==> src/phase_angle_dimmer_control_macros.svh <==
// ----------------------------------------------------------------------------
// phase_angle_dimmer_control_macros
// assertion macros for the dimmer control block, empty when ASSERT_OFF is set
// ----------------------------------------------------------------------------
`ifndef PHASE_ANGLE_DIMMER_CONTROL_MACROS_SVH
`define PHASE_ANGLE_DIMMER_CONTROL_MACROS_SVH

`ifndef ASSERT_OFF
// same-cycle implication, checked on every rising clock edge outside reset
`define PAD_ASSERT_NOW(label, clk, rst, ante, cons, msg) \
   label: assert property (@(posedge clk) disable iff (rst) (ante) |-> (cons)) \
      else $error(msg);
// next-cycle implication
`define PAD_ASSERT_NEXT(label, clk, rst, ante, cons, msg) \
   label: assert property (@(posedge clk) disable iff (rst) (ante) |=> (cons)) \
      else $error(msg);
`else
`define PAD_ASSERT_NOW(label, clk, rst, ante, cons, msg)
`define PAD_ASSERT_NEXT(label, clk, rst, ante, cons, msg)
`endif

`endif

==> src/pad_pkg.sv <==
// ----------------------------------------------------------------------------
// pad_pkg
// shared types and constants of the phase-angle dimmer control block
// ----------------------------------------------------------------------------
package pad_pkg;

   // event codes carried in the kind field
   localparam logic [2:0] KIND_ZERO_CROSS = 3'd0;
   localparam logic [2:0] KIND_TICK       = 3'd1;
   localparam logic [2:0] KIND_UP         = 3'd2;
   localparam logic [2:0] KIND_DOWN       = 3'd3;
   localparam logic [2:0] KIND_IDLE       = 3'd4;
   localparam logic [2:0] KIND_ADC        = 3'd5;

   // configuration register indexes
   localparam logic [2:0] CSR_GATE_THRESHOLD     = 3'd0;
   localparam logic [2:0] CSR_PULSE_RELOAD       = 3'd1;
   localparam logic [2:0] CSR_TOP_STEP           = 3'd2;
   localparam logic [2:0] CSR_UP_TAP_LIMIT       = 3'd3;
   localparam logic [2:0] CSR_DOWN_TAP_LIMIT     = 3'd4;
   localparam logic [2:0] CSR_ANALOG_FLOOR       = 3'd5;
   localparam logic [2:0] CSR_ANALOG_FLOOR_LEVEL = 3'd6;

   localparam int unsigned CSR_INDEX_BITS = 3;
   localparam int unsigned CSR_DATA_BITS  = 8;

   // reset values of the configuration registers
   localparam logic [7:0] RST_GATE_THRESHOLD     = 8'd40;
   localparam logic [7:0] RST_PULSE_RELOAD       = 8'hfa;
   localparam logic [5:0] RST_TOP_STEP           = 6'd51;
   localparam logic [3:0] RST_UP_TAP_LIMIT       = 4'd5;
   localparam logic [3:0] RST_DOWN_TAP_LIMIT     = 4'd7;
   localparam logic [7:0] RST_ANALOG_FLOOR       = 8'd10;
   localparam logic [7:0] RST_ANALOG_FLOOR_LEVEL = 8'h05;

   typedef enum logic [1:0] {
      PHASE_IDLE  = 2'd0,
      PHASE_DELAY = 2'd1,
      PHASE_PULSE = 2'd2
   } phase_type;

   typedef struct packed {
      logic [2:0] kind;
      logic       released;
      logic [7:0] adc_value;
   } req_type;

   typedef struct packed {
      logic       gate_on;
      logic       green_lit;
      logic       red_lit;
      logic [7:0] drive_level;
   } rsp_type;

   // which button-side event this transaction is
   typedef struct packed {
      logic up;
      logic down;
      logic idle;
      logic released;
   } btn_cmd_type;

   typedef struct packed {
      logic [5:0] top_step;
      logic [3:0] up_tap_limit;
      logic [3:0] down_tap_limit;
   } btn_cfg_type;

   typedef struct packed {
      logic [7:0] step_index;
      logic [7:0] press_start;
      logic       up_held;
      logic       down_held;
      logic [7:0] remembered;
      logic       remember_enable;
      logic       green_lit;
      logic       red_lit;
   } btn_state_type;

endpackage

==> src/phase_angle_dimmer_control.sv <==
// a transaction accepted into the input register is processed by the combinational state update
// and written to the result register, which drives rsp_, once that register is free or draining
// throughput: one transaction per cycle while rsp_ready stays high, set by the combinational
// state update between the input register and the result register
// reset: synchronous, active high; resets the valid flags and block state and loads the register reset values
// ----------------------------------------------------------------------------
// phase_angle_dimmer_control
// thyristor phase-angle dimmer: zero-cross timed gate pulse, button ramp with
// tap recall and memory, and analog level input
// ----------------------------------------------------------------------------
`include "phase_angle_dimmer_control_macros.svh"

module phase_angle_dimmer_control #(
   parameter int unsigned TIMER_BITS = 8
) (
   input  logic                                 clock,
   input  logic                                 reset,
   // input transactions
   input  logic                                 req_valid,
   output logic                                 req_ready,
   input  pad_pkg::req_type                     req_data,
   // result transactions
   output logic                                 rsp_valid,
   input  logic                                 rsp_ready,
   output pad_pkg::rsp_type                     rsp_data,
   // configuration writes
   input  logic                                 csr_we,
   input  logic [pad_pkg::CSR_INDEX_BITS-1:0]   csr_index,
   input  logic [pad_pkg::CSR_DATA_BITS-1:0]    csr_wdata
);
   import pad_pkg::*;

   // configuration registers
   logic [7:0] gate_threshold_ff;
   logic [7:0] pulse_reload_ff;
   logic [5:0] top_step_ff;
   logic [3:0] up_tap_limit_ff;
   logic [3:0] down_tap_limit_ff;
   logic [7:0] analog_floor_ff;
   logic [7:0] analog_floor_level_ff;

   // input register
   logic    in_valid_ff, in_valid_in;
   req_type in_data_ff;

   // result register
   logic    rsp_valid_ff, rsp_valid_in;
   rsp_type rsp_data_ff, rsp_data_in;

   // block state
   logic [TIMER_BITS-1:0] timer_ff, timer_in;
   phase_type             phase_ff, phase_in;
   logic [7:0]            level_ff, level_in;
   logic                  gate_ff, gate_in;
   btn_state_type         btn_ff, btn_in;

   // button unit hookup
   btn_cmd_type btn_cmd;
   btn_cfg_type btn_cfg;
   logic        btn_level_load;
   logic [7:0]  btn_level;

   logic                  fire;
   logic [TIMER_BITS-1:0] timer_inc;

   // ---------------------------------------------------------------------------
   // handshake: the input register drains whenever the result register is free
   // or being emptied in the same cycle, so both sides stream at full rate
   // ---------------------------------------------------------------------------
   assign fire      = in_valid_ff && (!rsp_valid_ff || rsp_ready);
   assign req_ready = !in_valid_ff || fire;
   assign rsp_valid = rsp_valid_ff;
   assign rsp_data  = rsp_data_ff;

   always_comb begin
      if (req_valid && req_ready) begin
         in_valid_in = 1'b1;
      end else if (fire) begin
         in_valid_in = 1'b0;
      end else begin
         in_valid_in = in_valid_ff;
      end
      rsp_valid_in = fire || (rsp_valid_ff && !rsp_ready);
   end

   always_ff @(posedge clock) begin
      if (reset) begin
         in_valid_ff  <= 1'b0;
         rsp_valid_ff <= 1'b0;
      end else begin
         in_valid_ff  <= in_valid_in;
         rsp_valid_ff <= rsp_valid_in;
      end
   end

   // payload registers, no reset needed
   always_ff @(posedge clock) begin
      if (req_valid && req_ready) begin
         in_data_ff <= req_data;
      end
      if (fire) begin
         rsp_data_ff <= rsp_data_in;
      end
   end

   // ---------------------------------------------------------------------------
   // configuration writes, indexes past the list are ignored
   // ---------------------------------------------------------------------------
   always_ff @(posedge clock) begin
      if (reset) begin
         gate_threshold_ff     <= RST_GATE_THRESHOLD;
         pulse_reload_ff       <= RST_PULSE_RELOAD;
         top_step_ff           <= RST_TOP_STEP;
         up_tap_limit_ff       <= RST_UP_TAP_LIMIT;
         down_tap_limit_ff     <= RST_DOWN_TAP_LIMIT;
         analog_floor_ff       <= RST_ANALOG_FLOOR;
         analog_floor_level_ff <= RST_ANALOG_FLOOR_LEVEL;
      end else if (csr_we) begin
         case (csr_index)
            CSR_GATE_THRESHOLD:     gate_threshold_ff     <= csr_wdata;
            CSR_PULSE_RELOAD:       pulse_reload_ff       <= csr_wdata;
            CSR_TOP_STEP:           top_step_ff           <= csr_wdata[5:0];
            CSR_UP_TAP_LIMIT:       up_tap_limit_ff       <= csr_wdata[3:0];
            CSR_DOWN_TAP_LIMIT:     down_tap_limit_ff     <= csr_wdata[3:0];
            CSR_ANALOG_FLOOR:       analog_floor_ff       <= csr_wdata;
            CSR_ANALOG_FLOOR_LEVEL: analog_floor_level_ff <= csr_wdata;
            default: begin
            end
         endcase
      end
   end

   // ---------------------------------------------------------------------------
   // button side: step index, taps, remembered level and end leds
   // ---------------------------------------------------------------------------
   assign btn_cmd.up       = (in_data_ff.kind == KIND_UP);
   assign btn_cmd.down     = (in_data_ff.kind == KIND_DOWN);
   assign btn_cmd.idle     = (in_data_ff.kind == KIND_IDLE);
   assign btn_cmd.released = in_data_ff.released;

   assign btn_cfg.top_step       = top_step_ff;
   assign btn_cfg.up_tap_limit   = up_tap_limit_ff;
   assign btn_cfg.down_tap_limit = down_tap_limit_ff;

   pad_button u_button (
      .cmd         (btn_cmd),
      .cfg         (btn_cfg),
      .cur         (btn_ff),
      .nxt         (btn_in),
      .level_load  (btn_level_load),
      .level_value (btn_level)
   );

   // ---------------------------------------------------------------------------
   // gate timing: zero cross arms the delay, the first overflow fires the gate when the level
   // exceeds the threshold and loads the pulse width, the second overflow ends the pulse
   // ---------------------------------------------------------------------------
   assign timer_inc = timer_ff + TIMER_BITS'(1);

   always_comb begin
      timer_in = timer_ff;
      phase_in = phase_ff;
      gate_in  = gate_ff;
      level_in = level_ff;
      case (in_data_ff.kind)
         KIND_ZERO_CROSS: begin
            // re-arming drops any overflow still pending from the last half cycle
            timer_in = TIMER_BITS'(level_ff);
            phase_in = PHASE_DELAY;
         end
         KIND_TICK: begin
            timer_in = timer_inc;
            if (timer_inc == '0) begin
               case (phase_ff)
                  PHASE_DELAY: begin
                     gate_in  = (level_ff > gate_threshold_ff);
                     timer_in = TIMER_BITS'(pulse_reload_ff);
                     phase_in = PHASE_PULSE;
                  end
                  PHASE_PULSE: begin
                     gate_in  = 1'b0;
                     phase_in = PHASE_IDLE;
                  end
                  default: begin
                  end
               endcase
            end
         end
         KIND_ADC: begin
            // analog input with a floor
            level_in = (in_data_ff.adc_value < analog_floor_ff) ? analog_floor_level_ff
                                                                : in_data_ff.adc_value;
         end
         default: begin
            if (btn_level_load) begin
               level_in = btn_level;
            end
         end
      endcase

      // result reflects the state after this transaction
      rsp_data_in.gate_on     = gate_in;
      rsp_data_in.green_lit   = btn_in.green_lit;
      rsp_data_in.red_lit     = btn_in.red_lit;
      rsp_data_in.drive_level = level_in;
   end

   always_ff @(posedge clock) begin
      if (reset) begin
         timer_ff <= '0;
         phase_ff <= PHASE_IDLE;
         level_ff <= 8'd0;
         gate_ff  <= 1'b0;
         btn_ff   <= '{step_index: 8'd1, default: '0};
      end else if (fire) begin
         timer_ff <= timer_in;
         phase_ff <= phase_in;
         level_ff <= level_in;
         gate_ff  <= gate_in;
         btn_ff   <= btn_in;
      end
   end

   // ---------------------------------------------------------------------------
   // assertions
   // ---------------------------------------------------------------------------
   // the gate is only ever driven inside an armed half cycle
   `PAD_ASSERT_NOW(a_gate_needs_phase, clock, reset, gate_ff, phase_ff != PHASE_IDLE, "gate on while idle")
   // a held input transaction is not lost while the result side stalls
   `PAD_ASSERT_NEXT(a_stall_keeps_input, clock, reset, in_valid_ff && rsp_valid_ff && !rsp_ready, in_valid_ff, "input dropped under stall")
   // the two end leds never light together
   `PAD_ASSERT_NOW(a_leds_exclusive, clock, reset, btn_ff.green_lit, !btn_ff.red_lit, "both end leds lit")

endmodule

==> src/pad_button.sv <==
// ----------------------------------------------------------------------------
// pad_button
// next-state logic of the brightness step index, taps, memory and end leds
// ----------------------------------------------------------------------------
module pad_button (
   input  pad_pkg::btn_cmd_type   cmd,
   input  pad_pkg::btn_cfg_type   cfg,
   input  pad_pkg::btn_state_type cur,
   output pad_pkg::btn_state_type nxt,
   output logic                   level_load,
   output logic [7:0]             level_value
);
   import pad_pkg::*;

   logic [7:0]        up_start;
   logic [7:0]        up_inc;
   logic signed [9:0] up_diff;
   logic [7:0]        up_sel;
   logic              up_clamp;
   logic [7:0]        up_idx;

   logic [7:0]        dn_start;
   logic signed [9:0] dn_diff;
   logic              dn_tap;
   logic [7:0]        dn_sel;
   logic              dn_clamp;
   logic [7:0]        dn_idx;

   logic [7:0]        new_idx;
   logic [9:0]        scaled;

   // up path
   assign up_start = cur.up_held ? cur.press_start : cur.step_index;
   assign up_inc   = cur.step_index + 8'd1;
   assign up_diff  = $signed({2'b00, up_inc}) - $signed({2'b00, up_start});
   assign up_sel   = (cmd.released && (up_diff < $signed({6'd0, cfg.up_tap_limit})))
                     ? cur.remembered : up_inc;
   assign up_clamp = (up_sel >= {2'b00, cfg.top_step});
   assign up_idx   = up_clamp ? {2'b00, cfg.top_step} : up_sel;

   // down path
   assign dn_start = cur.down_held ? cur.press_start : cur.step_index;
   assign dn_diff  = $signed({2'b00, dn_start}) - $signed({2'b00, cur.step_index});
   assign dn_tap   = cmd.released && (dn_diff < $signed({6'd0, cfg.down_tap_limit}));
   assign dn_sel   = dn_tap ? 8'd0 : (cur.step_index - 8'd1);
   assign dn_clamp = (dn_sel <= 8'd1);
   assign dn_idx   = dn_clamp ? 8'd1 : dn_sel;

   // level is index times five, kept to eight bits
   assign new_idx     = cmd.up ? up_idx : dn_idx;
   assign scaled      = {new_idx, 2'b00} + {2'b00, new_idx};
   assign level_value = scaled[7:0];
   assign level_load  = cmd.up | cmd.down;

   always_comb begin
      nxt = cur;
      if (cmd.up) begin
         nxt.step_index      = up_idx;
         nxt.press_start     = up_start;
         nxt.up_held         = !cmd.released;
         nxt.remember_enable = 1'b1;
         nxt.green_lit       = up_clamp;
         nxt.red_lit         = 1'b0;
      end else if (cmd.down) begin
         nxt.step_index  = dn_idx;
         nxt.press_start = dn_start;
         nxt.down_held   = !cmd.released;
         if (dn_tap) begin
            nxt.remember_enable = 1'b0;
         end
         nxt.green_lit = 1'b0;
         nxt.red_lit   = dn_clamp;
      end else if (cmd.idle && cur.remember_enable) begin
         nxt.remembered = cur.step_index;
      end
   end

endmodule

==> config.mk <==
export PLATFORM = sky130hd
export DESIGN_NAME = phase_angle_dimmer_control
export DESIGN_NICKNAME = d
export VERILOG_FILES = /design/src/pad_pkg.sv /design/src/phase_angle_dimmer_control.sv /design/src/pad_button.sv
export VERILOG_INCLUDE_DIRS = /design/src /design/src/src
export SDC_FILE = /design/constraint.sdc
export NUM_CORES = 1
export LEC_CHECK = 0
export BUFFER_PORTS_ARGS = -buffer_cell sky130_fd_sc_hd__buf_2
export CAP_MARGIN = 5
export CORE_MARGIN = 1
export CORE_UTILIZATION = 55
export CTS_CLUSTER_SIZE = 28
export DETAILED_ROUTE_END_ITERATION = 10
export GPL_TIMING_DRIVEN = 0
export PLACE_DENSITY = 0.83
export SLEW_MARGIN = 30
export SYNTH_ARGS = -nofsm -noshare
export SYNTH_HDL_FRONTEND = slang
export SYNTH_SLANG_ARGS = --single-unit
==> constraint.sdc <==
create_clock -name clock -period 22.8 [get_ports clock]
set_clock_uncertainty 0.15 [all_clocks]
set_input_delay 2.28 -clock clock [delete_from_list [all_inputs] [get_ports clock]]
set_output_delay 2.28 -clock clock [all_outputs]
set_load 0.005 [all_outputs]
* Yosys cells after proc, flatten, opt, wreduce, memory -nomap -nowiden
Cells that the tools add are included.
** Cells by class
- Reductions and logical operators :: 35
- $lt $le $gt $ge :: 6
- $add $sub $neg :: 6
- Bitwise logic cells :: 3
- Equality and inequality tests :: 15
- Multiplexer cells :: 26
** Operators by type and width (number)
- $mux W8 :: 11
- $mux W16 :: 2
- $pmux W8 S2 :: 2
- $lt A10 B5 Y1 :: 2
- $reduce_and A2 Y1 :: 10
- $sub A8 B8 Y9 :: 2
- $add A8 B1 Y8 const B :: 2
- $eq A3 B3 Y1 const B :: 5
- $eq A3 B2 Y1 const B :: 4
- $add A8 B8 Y8 :: 1
- $ge A8 B6 Y1 :: 1
- $gt A8 B8 Y1 :: 1
- $le A8 B1 Y1 const B :: 1
- $logic_not A8 Y1 :: 1
- $lt A8 B8 Y1 :: 1
- $pmux W2 S2 :: 2
- $reduce_and A4 Y1 :: 2
- $reduce_bool A2 Y1 :: 4
- $sub A8 B1 Y8 const B :: 1
- $eq A3 B1 Y1 const B :: 2
- $logic_and A1 B1 Y1 :: 6
- $logic_not A3 Y1 :: 2
- $mux W3 :: 2
- $reduce_and A3 Y1 :: 2
- 12 further kinds :: 22
** Word-level totals
- Logic and storage cells :: 119
- Output and inout bits :: 13
- Register bits after elaboration :: 119

* Longest topological paths before layout
Gate-level depths: netlist of run 1.
- Depth after elaboration :: 11
- Gate-level depth with buffers :: 39

* Hierarchy
From an unflattened synthesis of run 1, not the netlist that was laid out.
** Second synthesis, totals
- Cell total of the unflattened synthesis :: 961
- Area, all modules :: 7853.8 sq um
** Modules (own cells, without submodules)
- phase_angle_dimmer_control :: area an instance 5410.2 sq um, times used 1, cells an instance 619, seq. area each 2612.5 sq um
- pad_button :: area an instance 2443.6 sq um, times used 1, cells an instance 342, seq. area each 0.0 sq um

* Worst setup path after synthesis of run 1
No wires, ideal clock.
- Path type :: register -> register
- Start point :: reg btn_ff[21] (netlist bit)
- End point :: reg level_ff[7]
- Data arrival time :: 7.275 ns
- Stages on the path, launching flop included :: 34
- Setup time :: 0.115 ns
- Path slack :: 15.261 ns
- Path buffers :: 3
- Cells stage by stage :: dfxtp_1 > clkbuf_1 > inv_1 > ha_1 > ha_1 > nor2b_1 > o21a_1 > nor2_1 > xnor2_1 > ha_1 > o21ai_0 > o21ai_0 > and4b_1 > a21oi_2 > buf_1 > mux2_1 > ha_1 > a2111oi_0 > o31ai_1 > or3_1 > a211o_1 > o21a_1 > buf_6 > a2111oi_4 > o21bai_1 > ha_1 > a21o_1 > a21oi_1 > o21bai_1 > a21oi_1 > xnor2_1 > and3_1 > a211o_1 > o21a_1
** Between the ends
- Longest elaborated chain between the ends :: 11
** Ends and longest elaborated chain
- start, declared :: line phase_angle_dimmer_control.sv:55 : btn_state_type btn_ff, btn_in;
- start signal, assigned :: line phase_angle_dimmer_control.sv:220 : btn_ff <= btn_in;
- $add A8 B1 Y8, or another cell as far along :: line pad_button.sv:34 : assign up_inc = cur.step_index + 8'd1;
- $sub A8 B8 Y9 (on tied branches) :: line pad_button.sv:35, pad_button.sv:43
- $lt A10 B5 Y1 (on tied branches) :: line pad_button.sv:36, pad_button.sv:44
- $logic_and A1 B1 Y1 (on tied branches) :: line pad_button.sv:36, pad_button.sv:44
- $mux W8 (on tied branches) :: line pad_button.sv:37, pad_button.sv:45
- $ge A8 B6 Y1 or $le A8 B1 Y1 (tied branches) :: line pad_button.sv:38, pad_button.sv:46
- $mux W8 (on tied branches) :: line pad_button.sv:39, pad_button.sv:47
- $mux W8 * :: line pad_button.sv:50 : assign new_idx = cmd.up ? up_idx : dn_idx;
- $add A8 B8 Y8 * :: line pad_button.sv:51 : assign scaled = {new_idx, 2'b00} + {2'b00, new_idx};
- $mux W8 * :: line phase_angle_dimmer_control.sv:195 : if (btn_level_load) begin
- $pmux W8 S2 * :: line phase_angle_dimmer_control.sv:165 : case (in_data_ff.kind)
- named net level_in[7] :: line phase_angle_dimmer_control.sv:53 : logic [7:0] level_ff, level_in;
- end signal, assigned :: line phase_angle_dimmer_control.sv:218 : level_ff <= level_in;
- end, declared :: line phase_angle_dimmer_control.sv:53
Mark *: on every way through the listed nets, which the timed path passes. The rest lies on a longest branch.
A chain may end at the register's enable or synchronous reset.

* Final worst setup path of run 1
Ends and elaborated chain as after synthesis.

==> results.py, run 1 <==
metrics = {
    "global_routing": {
        "antenna_found_initial": 0,
        "overflow": 0,
        "grt_usage": 0.300,
        "grt_pass1_wl_um": 30700,
        "grt_pass1_vias": 6103,
        "grt_max_degree": 21,
    },
    "cts": {
        "htree_levels": 4,
        "cts.hold.buffers_added": 0,
        "cts_root_buffer": "clkbuf_16",
        "clk_latency_ns": 0.42,
        "cts-resized-gates": 0,
        "post-cts-setup-buffers": 0,
        "cts_tree": "built",
        "path_clk_slew_ns": 0.06,
        "clk_path_buf_depth": 2,
        "numClockSinks": 119,
        "numCtsBuffers": 17,
    },
    "job": {
        "maxCapViolations": 0,
    },
    "critical_path": {
        "r2r_start": "btn_ff[21]",
        "startpoint": "btn_ff[21]",
        "reg2reg_depth": 32,
        "cp.required_ns": 22.97,
        "crit_top_cell": "ha_1",
        "rr_endpoint": "level_ff[7]",
        "crit_type": "register to register",
        "max_stage_delay_ns": 0.45,
        "rrSetupSlack_ns": 13.92,
        "path_max_fanout": 10,
        "critPathCaptureType": "register",
        "cp.arrival_ns": 9.05,
        "crit_path_start_kind": "register",
        "crit_slowest_cell": "dfxtp_1",
    },
    "floorplanning": {
        "die-area_um2": 13700,
        "core_area_um2": 12800,
        "initial_core_util": 0.571,
        "fp.dieW_um": 117,
        "num_io_pins": 41,
        "rows": 41,
        "die_y_um": 117,
    },
    "synth": {
        "synth_cell_types": 69,
        "yosys_most_used_dff": "dfxtp_1",
        "ys_ff_latch": 119,
        "yosysTopAreaCell": "dfxtp_1",
        "syn-num-nets": 954,
        "yosys.area.top_type_share": 0.263,
        "yosys_warnings": 0,
        "syn-cell-area_um2": 7300,
        "synth-edff-count": 23,
        "synthTopCellsByArea": "dfxtp_1 26%, edfxtp_1 9.5%, ha_1 9.3%",
        "async_flop_share": 0,
        "syn_area_per_cell_um2": 8.40,
        "ys_seq_area_frac": 0.358,
        "syn-instance-count": 869,
    },
    "cells_and_area": {
        "num-fill-cells": 1058,
        "fin_area_um2": 8310,
        "syn2layout_area_growth_pct": 13.9,
        "diodes": 0,
        "final_nets": 1013,
        "drive_gt1_frac": 0.0935,
    },
    "timing": {
        "clock.fmax_mhz": 113,
        "post-route-min-period_ns": 8.88,
        "slew_headroom": 0.401,
        "final_hold_viol_count": 0,
        "rsz0062_at_grt": "false",
        "fin_crit_sh": 0.389,
        "tightest_slew_ns": 0.891,
        "finalSetupViolCount": 0,
        "fin_setup_tns_ns": 0,
        "final-max-slew-violation-count": 0,
    },
    "routing": {
        "vias": 6631,
        "drt-pass1-iter-count": 5,
        "ant_nets": 0,
        "via_per_inst": 5.96,
        "avgRoutedWirePerCell_um": 17.2,
        "drt_wl_total_um": 19100,
        "route.detailed.drc": 0,
        "drtIter0Drc": 519,
    },
    "placement": {
        "port_buffers": 39,
        "dpl.hpwl_um": 13900,
        "place_area_um2": 7720,
        "gp_congestion": 0.930,
    },
    "power": {
        "leakage_uw": 0.00333,
        "vdd_ir_drop_max_v": 0.0000813,
        "power_density_nw_per_um2": 70.3,
    },
    "min_path": {
        "min_from": "analog_floor_level_ff[3]",
        "hold_class": "register to register",
        "min_to": "analog_floor_level_ff[3]",
        "hold_depth": 2,
    },
    "run_status": {
        "status": "completed",
    },
}
cell usage after synthesis (4+ instances only):
cell and number:
a211oi_1 17, a21oi_1 79, clkbuf_1 35, o21a_1 10, ha_1 54, xor2_1 8, and3_1 8, a21o_1 6
nand3b_1 13, dfxtp_1 96, inv_1 44, nand2_1 127, nand3_1 18, nand2b_1 13, or3_1 5, edfxtp_1 23
a211o_1 11, nor2_1 83, o211ai_1 11, xnor2_1 23, o21ai_0 25, o22ai_1 4, mux2i_1 34, nor2b_1 16
mux2_1 5, o21ai_1 5, nor3b_1 4, nor3_1 11, a31oi_1 6, o31ai_1 4, nand4_1 6, and2_1 5
state kept, by name, summed over array words and instances, names as in the netlist, 2 cells and up:
signal / cells
analog_floor_ff: 8
analog_floor_level_ff: 8
btn_ff: 29
down_tap_limit_ff: 4
gate_threshold_ff: 8
in_data_ff: 11
level_ff: 8
phase_ff: 2
pulse_reload_ff: 8
rsp_data: 11
timer_ff: 8
top_step_ff: 6
up_tap_limit_ff: 4
stage by stage:
stage               instances  utilization  setup WS (ns)  hold slack (ns)  total power [µW]
finish                   1113        0.651          13.92            0.298               585
floorplan                 869            -          15.26            0.282               296
global placement         1080        0.604          14.19            0.287               319
global route             1113        0.651          13.31            0.321               604
detailed placement       1080        0.605          14.10            0.294               322
CTS                      1112        0.650          14.05            0.301               584
cells in the final DEF (no fill, tap or decap), types with 4 or more instances in the layout:
cell	instances
buf_2	39
nor2_1	83
ha_1	54
a211o_1	11
o21ai_0	25
nor3_1	10
o211ai_1	11
o21ai_1	5
o31ai_1	4
nor3b_1	4
clkinv_2	4
nand3b_1	13
clkbuf_16	18
inv_1	44
and3_1	8
a21oi_1	79
nand2_1	127
and2_1	5
xnor2_1	23
mux2_1	5
or3_1	5
xor2_1	8
nand4_1	6
dfxtp_1	96
nand3_1	18
o21a_1	10
clkbuf_1	37
buf_4	4
a211oi_1	17
a31oi_1	6
a21o_1	6
edfxtp_1	23
mux2i_1	34
nand2b_1	13
nor2b_1	16
o22ai_1	4
worst max-delay path, delay by kind of cell, from the launching register on:
family          cells  cell delay [ns]
xor+xnor            2             0.31
mux                 1             0.38
simple gates        3             0.92
fa+ha+maj           5             1.53
compound gates     16             3.88
buf+inv             5             1.18
flops               1             0.45
worst max-delay path by stage:
stage | end | slack [ns]
floorplan | level_ff[7] | 15.26
global placement | level_ff[7] | 14.19
detailed placement | level_ff[7] | 14.10
CTS | level_ff[7] | 14.05
global route | level_ff[7] | 13.31
finish | level_ff[7] | 13.92
layout make-up:
cell class / count / area, µm² / area share
buffer: 43 / 188 / 0.0226
clock buffer: 20 / 458 / 0.0551
sequential: 119 / 2610 / 0.314
tap: 172 / 215 / 0.0259
clock inverter: 12 / 124 / 0.0149
inverter: 47 / 176 / 0.0212
multi-input combinational: 660 / 4340 / 0.522
timing repair buffer: 40 / 203 / 0.0244
report_power, final:
| group | switching [µW] | internal [µW] | total (µW) |
|---|---|---|---|
| Sequential | 5.00 | 222 | 227 |
| Combinational | 57.0 | 36.7 | 93.7 |
| Clock | 97.5 | 166 | 264 |
| Total | 160 | 425 | 585 |
layer usage:
metal	vias up	wire, µm	track usage
li1	3171	-	-
met1	3116	8180	0.400
met2	297	8690	0.470
met3	47	1820	0.0736
met4	0	445	0.116
met5	-	0	0
cells by family after synthesis:
| kind of cell | after synthesis | synth area share |
|---|---|---|
| and+or+nand+nor | 323 | 0.207 |
| AOI/OAI and AO/OA | 205 | 0.182 |
| DFF | 119 | 0.358 |
| buffers and inverters | 90 | 0.0499 |
| adders and majority gates | 57 | 0.101 |
| muxes | 42 | 0.0593 |
| xor gates and xnor gates | 33 | 0.0425 |
No activity file was read; power rests on OpenSTA's default activity.
==> run 2: changes to the inputs <==
clock period = 8.9 ns   (was 22.8 ns; I/O delays follow)
==> run 2 against run 1 <==
- non-clock buffer count unchanged
- critical path depth increased by 1
- final cell count unchanged
- global-route usage unchanged
- wire length decreased by 0.25%
- maximum frequency increased by 5.6%
- cell area increased by 0.18%
- sequential power increased to 2.6 times the previous value
- largest cell class unchanged
- combinational power increased to 2.6 times the previous value
- clock power increased to 2.6 times the previous value
- utilization increased by 0.12 points
- register-to-register slack got worse by 13 ns
==> results.py, run 2 (synthesized netlist as in run 1, its figures left out) <==
metrics = {
    "cells_and_area": {
        "final_common_cell": "nand2_1",
        "largest-register": "btn_ff",
        "syn2layout_area_growth_pct": 14.1,
        "drive_gt1_frac": 0.0988,
        "layout_common_cells": "127 x nand2_1, 95 x dfxtp_1, 83 x nor2_1",
        "diodes": 0,
        "largest_register_ffs": 29,
        "seq_area_um2": 2610,
        "num-fill-cells": 1059,
        "multi_input_area_um2": 4350,
        "final_nets": 1013,
    },
    "power": {
        "seqPwrFrac": 0.388,
        "leakage_uw": 0.00333,
        "switching_share": 0.272,
        "fin_total_pwr_uw": 1500,
        "p_int_uw": 1090,
        "power_frac_comb": 0.161,
        "p_switching_uw": 408,
        "vdd_ir_drop_max_v": 0.000209,
        "power_density_nw_per_um2": 180,
        "clkPwrFrac": 0.450,
    },
    "routing": {
        "avgRoutedWirePerCell_um": 17.1,
        "route.detailed.drc": 0,
        "drt_wl_total_um": 19100,
        "drtIter0Drc": 484,
        "vias": 6631,
        "ant_nets": 0,
        "drt-pass1-iter-count": 5,
        "via_per_inst": 5.96,
    },
    "job": {
        "maxCapViolations": 0,
    },
    "critical_path": {
        "critical_path.top_delay_family": "compound AO/OA/AOI/OAI gates",
        "cp_num_buf_inv": 4,
        "critPathCaptureType": "register",
        "crit_top_cell": "ha_1",
        "cp.required_ns": 9.07,
        "cp.arrival_ns": 8.58,
        "path_max_fanout": 10,
        "crit_path_start_kind": "register",
        "max_stage_delay_ns": 0.46,
        "crit_type": "register to register",
        "crit_slowest_cell": "or3_1",
    },
    "floorplanning": {
        "core_area_um2": 12800,
        "die-area_um2": 13700,
        "rows": 41,
        "num_io_pins": 41,
        "initial_core_util": 0.571,
        "die_y_um": 117,
        "fp.dieW_um": 117,
    },
    "global_routing": {
        "grt_pass1_vias": 6103,
        "antenna_found_initial": 0,
        "grt_pass1_wl_um": 30700,
        "grt_usage": 0.300,
        "grt_max_degree": 21,
        "overflow": 0,
    },
    "cts": {
        "cts-resized-gates": 0,
        "cts.hold.buffers_added": 0,
        "clk_latency_ns": 0.42,
        "numClockSinks": 119,
        "path_clk_slew_ns": 0.06,
        "cts_tree": "built",
        "clk_path_buf_depth": 2,
        "htree_levels": 4,
        "cts_root_buffer": "clkbuf_16",
        "numCtsBuffers": 17,
        "post-cts-setup-buffers": 0,
    },
    "run_status": {
        "status": "completed",
    },
    "timing": {
        "slew_headroom": 0.398,
        "fin_crit_sh": 0.945,
        "final-max-slew-violation-count": 0,
        "fin_setup_tns_ns": 0,
        "clock.fmax_mhz": 119,
        "tightest_slew_ns": 0.897,
        "final_hold_viol_count": 0,
        "finalSetupViolCount": 0,
        "rsz0062_at_grt": "false",
        "post-route-min-period_ns": 8.41,
    },
    "placement": {
        "gp_congestion": 0.930,
        "dpl.hpwl_um": 13900,
        "port_buffers": 39,
    },
    "min_path": {
        "hold_class": "register to register",
    },
}
-- run 2: metrics by stage --
stage	instance area, µm²	hold slack [ns]	setup WS [ns]	utilization	cells
floorplan	7300	0.282	1.36	-	869
global placement	7710	0.287	0.289	0.604	1080
detailed placement	7720	0.294	0.197	0.605	1080
CTS	8310	0.301	0.152	0.650	1112
global route	8330	0.321	0.00634	0.652	1113
finish	8330	0.299	0.491	0.652	1113
-- run 2: path summary, 6_finish.rpt --
check	startpoint	end	slack (ns)	depth (start not counted)
worst max-delay path	btn_ff[21]	level_ff[7]	0.49	33
worst min-delay path	analog_floor_level_ff[3]	analog_floor_level_ff[3]	0.30	2
worst max register to register	btn_ff[21]	level_ff[7]	0.49	33
worst min register to register	analog_floor_level_ff[3]	analog_floor_level_ff[3]	0.30	2
-- run 2: worst reg2reg max path: cells and delay by family, from the launching register on --
family | cells | cell delay [ns]
AND/OR/NAND/NOR | 5 | 1.18
multiplexers | 1 | 0.36
adder cells (fa/ha/maj) | 5 | 1.55
flip-flops | 1 | 0.45
buffers and inverters | 4 | 0.81
AO/OA/AOI/OAI | 16 | 3.58
XOR/XNOR | 2 | 0.23
-- run 2: final cells by class --
type / instances / area share
clock inverter: 12 / 0.0149
clock buffer: 20 / 0.0550
multi-input combinational: 660 / 0.522
timing repair buffer: 40 / 0.0243
buffer: 43 / 0.0228
tap: 172 / 0.0258
inverter: 47 / 0.0212
sequential: 119 / 0.314
-- run 2: power by group through the flow --
stage          clock, µW  combinational [µW]  sequential, µW
4_1_cts              678                 236             581
6_report             675                 242             581
5_1_grt              700                 268             583
2_1_floorplan          0                 169             588
3_3_place_gp           0                 226             592
3_5_place_dp           0                 233             592
-- run 2: routing by layer --
metal  part of all wire  global-route usage
met5                  0                   0
met4              0.024               0.116
met3              0.095              0.0736
met2               0.45               0.470
met1               0.43               0.400
==> run 3: changes to the inputs <==
PLACE_DENSITY = 0.73   (was 0.83)
==> run 3 against run 2 <==
- sequential power is essentially flat
- maximum frequency shrank 0.62%
- utilization is 0.36 points higher
- wire length increased by 0.61%
- critical path depth fell by 1
- sequential cell count unchanged
- worst setup slack lost 0.052 ns
==> results.py, run 3 (synthesized netlist as in run 1, its figures left out) <==
metrics = {
    "placement": {
        "place_area_um2": 7720,
        "port_buffers": 39,
        "gp_congestion": 0.902,
        "dpl.hpwl_um": 14100,
    },
    "critical_path": {
        "crit_slowest_cell": "dfxtp_1",
        "crit_top_cell": "ha_1",
        "critPathCaptureType": "register",
        "max_stage_delay_ns": 0.65,
        "crit_type": "register to register",
        "cp.arrival_ns": 8.63,
        "crit_path_start_kind": "register",
        "path_max_fanout": 10,
        "cp.required_ns": 9.06,
    },
    "cts": {
        "clk_latency_ns": 0.42,
        "path_clk_slew_ns": 0.06,
        "numCtsBuffers": 17,
        "numClockSinks": 119,
        "clk_path_buf_depth": 2,
        "htree_levels": 4,
        "cts_root_buffer": "clkbuf_16",
        "cts_tree": "built",
    },
    "global_routing": {
        "grt_usage": 0.297,
        "grt_max_degree": 21,
        "grt_pass1_wl_um": 30100,
        "overflow": 0,
        "grt_pass1_vias": 5739,
        "antenna_found_initial": 0,
    },
    "timing": {
        "final-max-slew-violation-count": 0,
        "tightest_slew_ns": 0.882,
        "final_hold_viol_count": 0,
        "finalSetupViolCount": 0,
        "slew_headroom": 0.412,
        "fin_crit_sh": 0.951,
        "post-route-min-period_ns": 8.46,
        "clock.fmax_mhz": 118,
        "fin_setup_tns_ns": 0,
        "rsz0062_at_grt": "false",
    },
    "cells_and_area": {
        "drive_gt1_frac": 0.0957,
        "fin_util": 0.656,
        "diodes": 0,
        "syn2layout_area_growth_pct": 14.7,
        "largest_register_ffs": 29,
        "final_nets": 1012,
        "fin_area_um2": 8370,
        "layout_common_cells": "127 x nand2_1, 96 x dfxtp_1, 83 x nor2_1",
        "largest-register": "btn_ff",
        "final_common_cell": "nand2_1",
    },
    "min_path": {
        "hold_class": "register to register",
    },
    "routing": {
        "vias": 6452,
        "drtIter0Drc": 644,
        "route.detailed.drc": 0,
        "drt_wl_total_um": 19200,
        "via_per_inst": 5.80,
        "ant_nets": 0,
        "drt-pass1-iter-count": 5,
        "avgRoutedWirePerCell_um": 17.3,
    },
    "floorplanning": {
        "core_area_um2": 12800,
        "die_y_um": 117,
        "die-area_um2": 13700,
        "fp.dieW_um": 117,
        "num_io_pins": 41,
        "initial_core_util": 0.571,
        "rows": 41,
    },
    "power": {
        "fin_total_pwr_uw": 1560,
        "leakage_uw": 0.00336,
        "vdd_ir_drop_max_v": 0.000169,
        "switching_share": 0.262,
        "clkPwrFrac": 0.475,
        "p_int_uw": 1150,
        "seqPwrFrac": 0.372,
        "power_frac_comb": 0.152,
        "p_switching_uw": 409,
        "power_density_nw_per_um2": 186,
    },
    "run_status": {
        "status": "completed",
    },
    "job": {
        "maxCapViolations": 0,
    },
}
run 3: changes by cell type in the layout (fill, tap and decap cells not counted), moves of 2 or more:
cell / delta
clkinv_2: -4
inv_6: +2
clkinvlp_4: -3
clkbuf_8: +4
run 3: layer usage:
layer	GRT usage	up-vias	wire length (µm)
met5	0	-	0
met4	0.105	0	274
met3	0.0510	25	1510
met2	0.445	249	8370
met1	0.428	2997	9040
li1	-	3181	-
run 3: power by group through the flow:
stage                     Clock [µW]  Combinational (µW)  Sequential, µW
final                            742                 238             581
after global routing             772                 263             583
after CTS                        749                 233             581
after detailed placement           0                 231             592
after global placement             0                 228             592
after floorplan                    0                 169             588
run 3: worst max-delay path: cells and delay by family, from the launching register on:
family	cells	cell delay (ns)
muxes	1	0.35
adders and majority gates	5	1.60
DFF	1	0.65
and+or+nand+nor	5	1.17
buffers and inverters	3	0.62
xor gates and xnor gates	2	0.22
AOI/OAI and AO/OA	16	3.58
run 3: layout make-up:
class | instances | area (µm²)
Buffer | 43 | 190
Clock buffer | 24 | 513
Clock inverter | 8 | 131
Fill cell | 1064 | 4400
Inverter | 47 | 176
Multi-Input combinational cell | 660 | 4340
Sequential cell | 119 | 2610
Tap cell | 172 | 215
Timing Repair Buffer | 39 | 195
run 3: final timing paths:
check	start	endpoint	slack, ns	depth (start not counted)
worst max-delay path	btn_ff[22]	level_ff[7]	0.44	32
worst min-delay path	analog_floor_level_ff[6]	analog_floor_level_ff[6]	0.30	2
worst max register to register	btn_ff[22]	level_ff[7]	0.44	32
worst min register to register	analog_floor_level_ff[6]	analog_floor_level_ff[6]	0.30	2
run 3: through the flow:
stage	cells	hold slack [ns]	setup slack, ns
floorplan	869	0.282	1.36
global placement	1080	0.287	0.211
detailed placement	1080	0.292	0.190
CTS	1112	0.300	0.0612
global route	1112	0.318	0.000713
finish	1112	0.300	0.439
run 3: repair_timing:
item | in CTS | in global routing
gates resized for setup | 0 | 8
buffers inserted | 0 | 0
hold endpoints to repair | 0 | 0
endpoints found under the setup margin | 0 | 5
hold buffers | 0 | 0
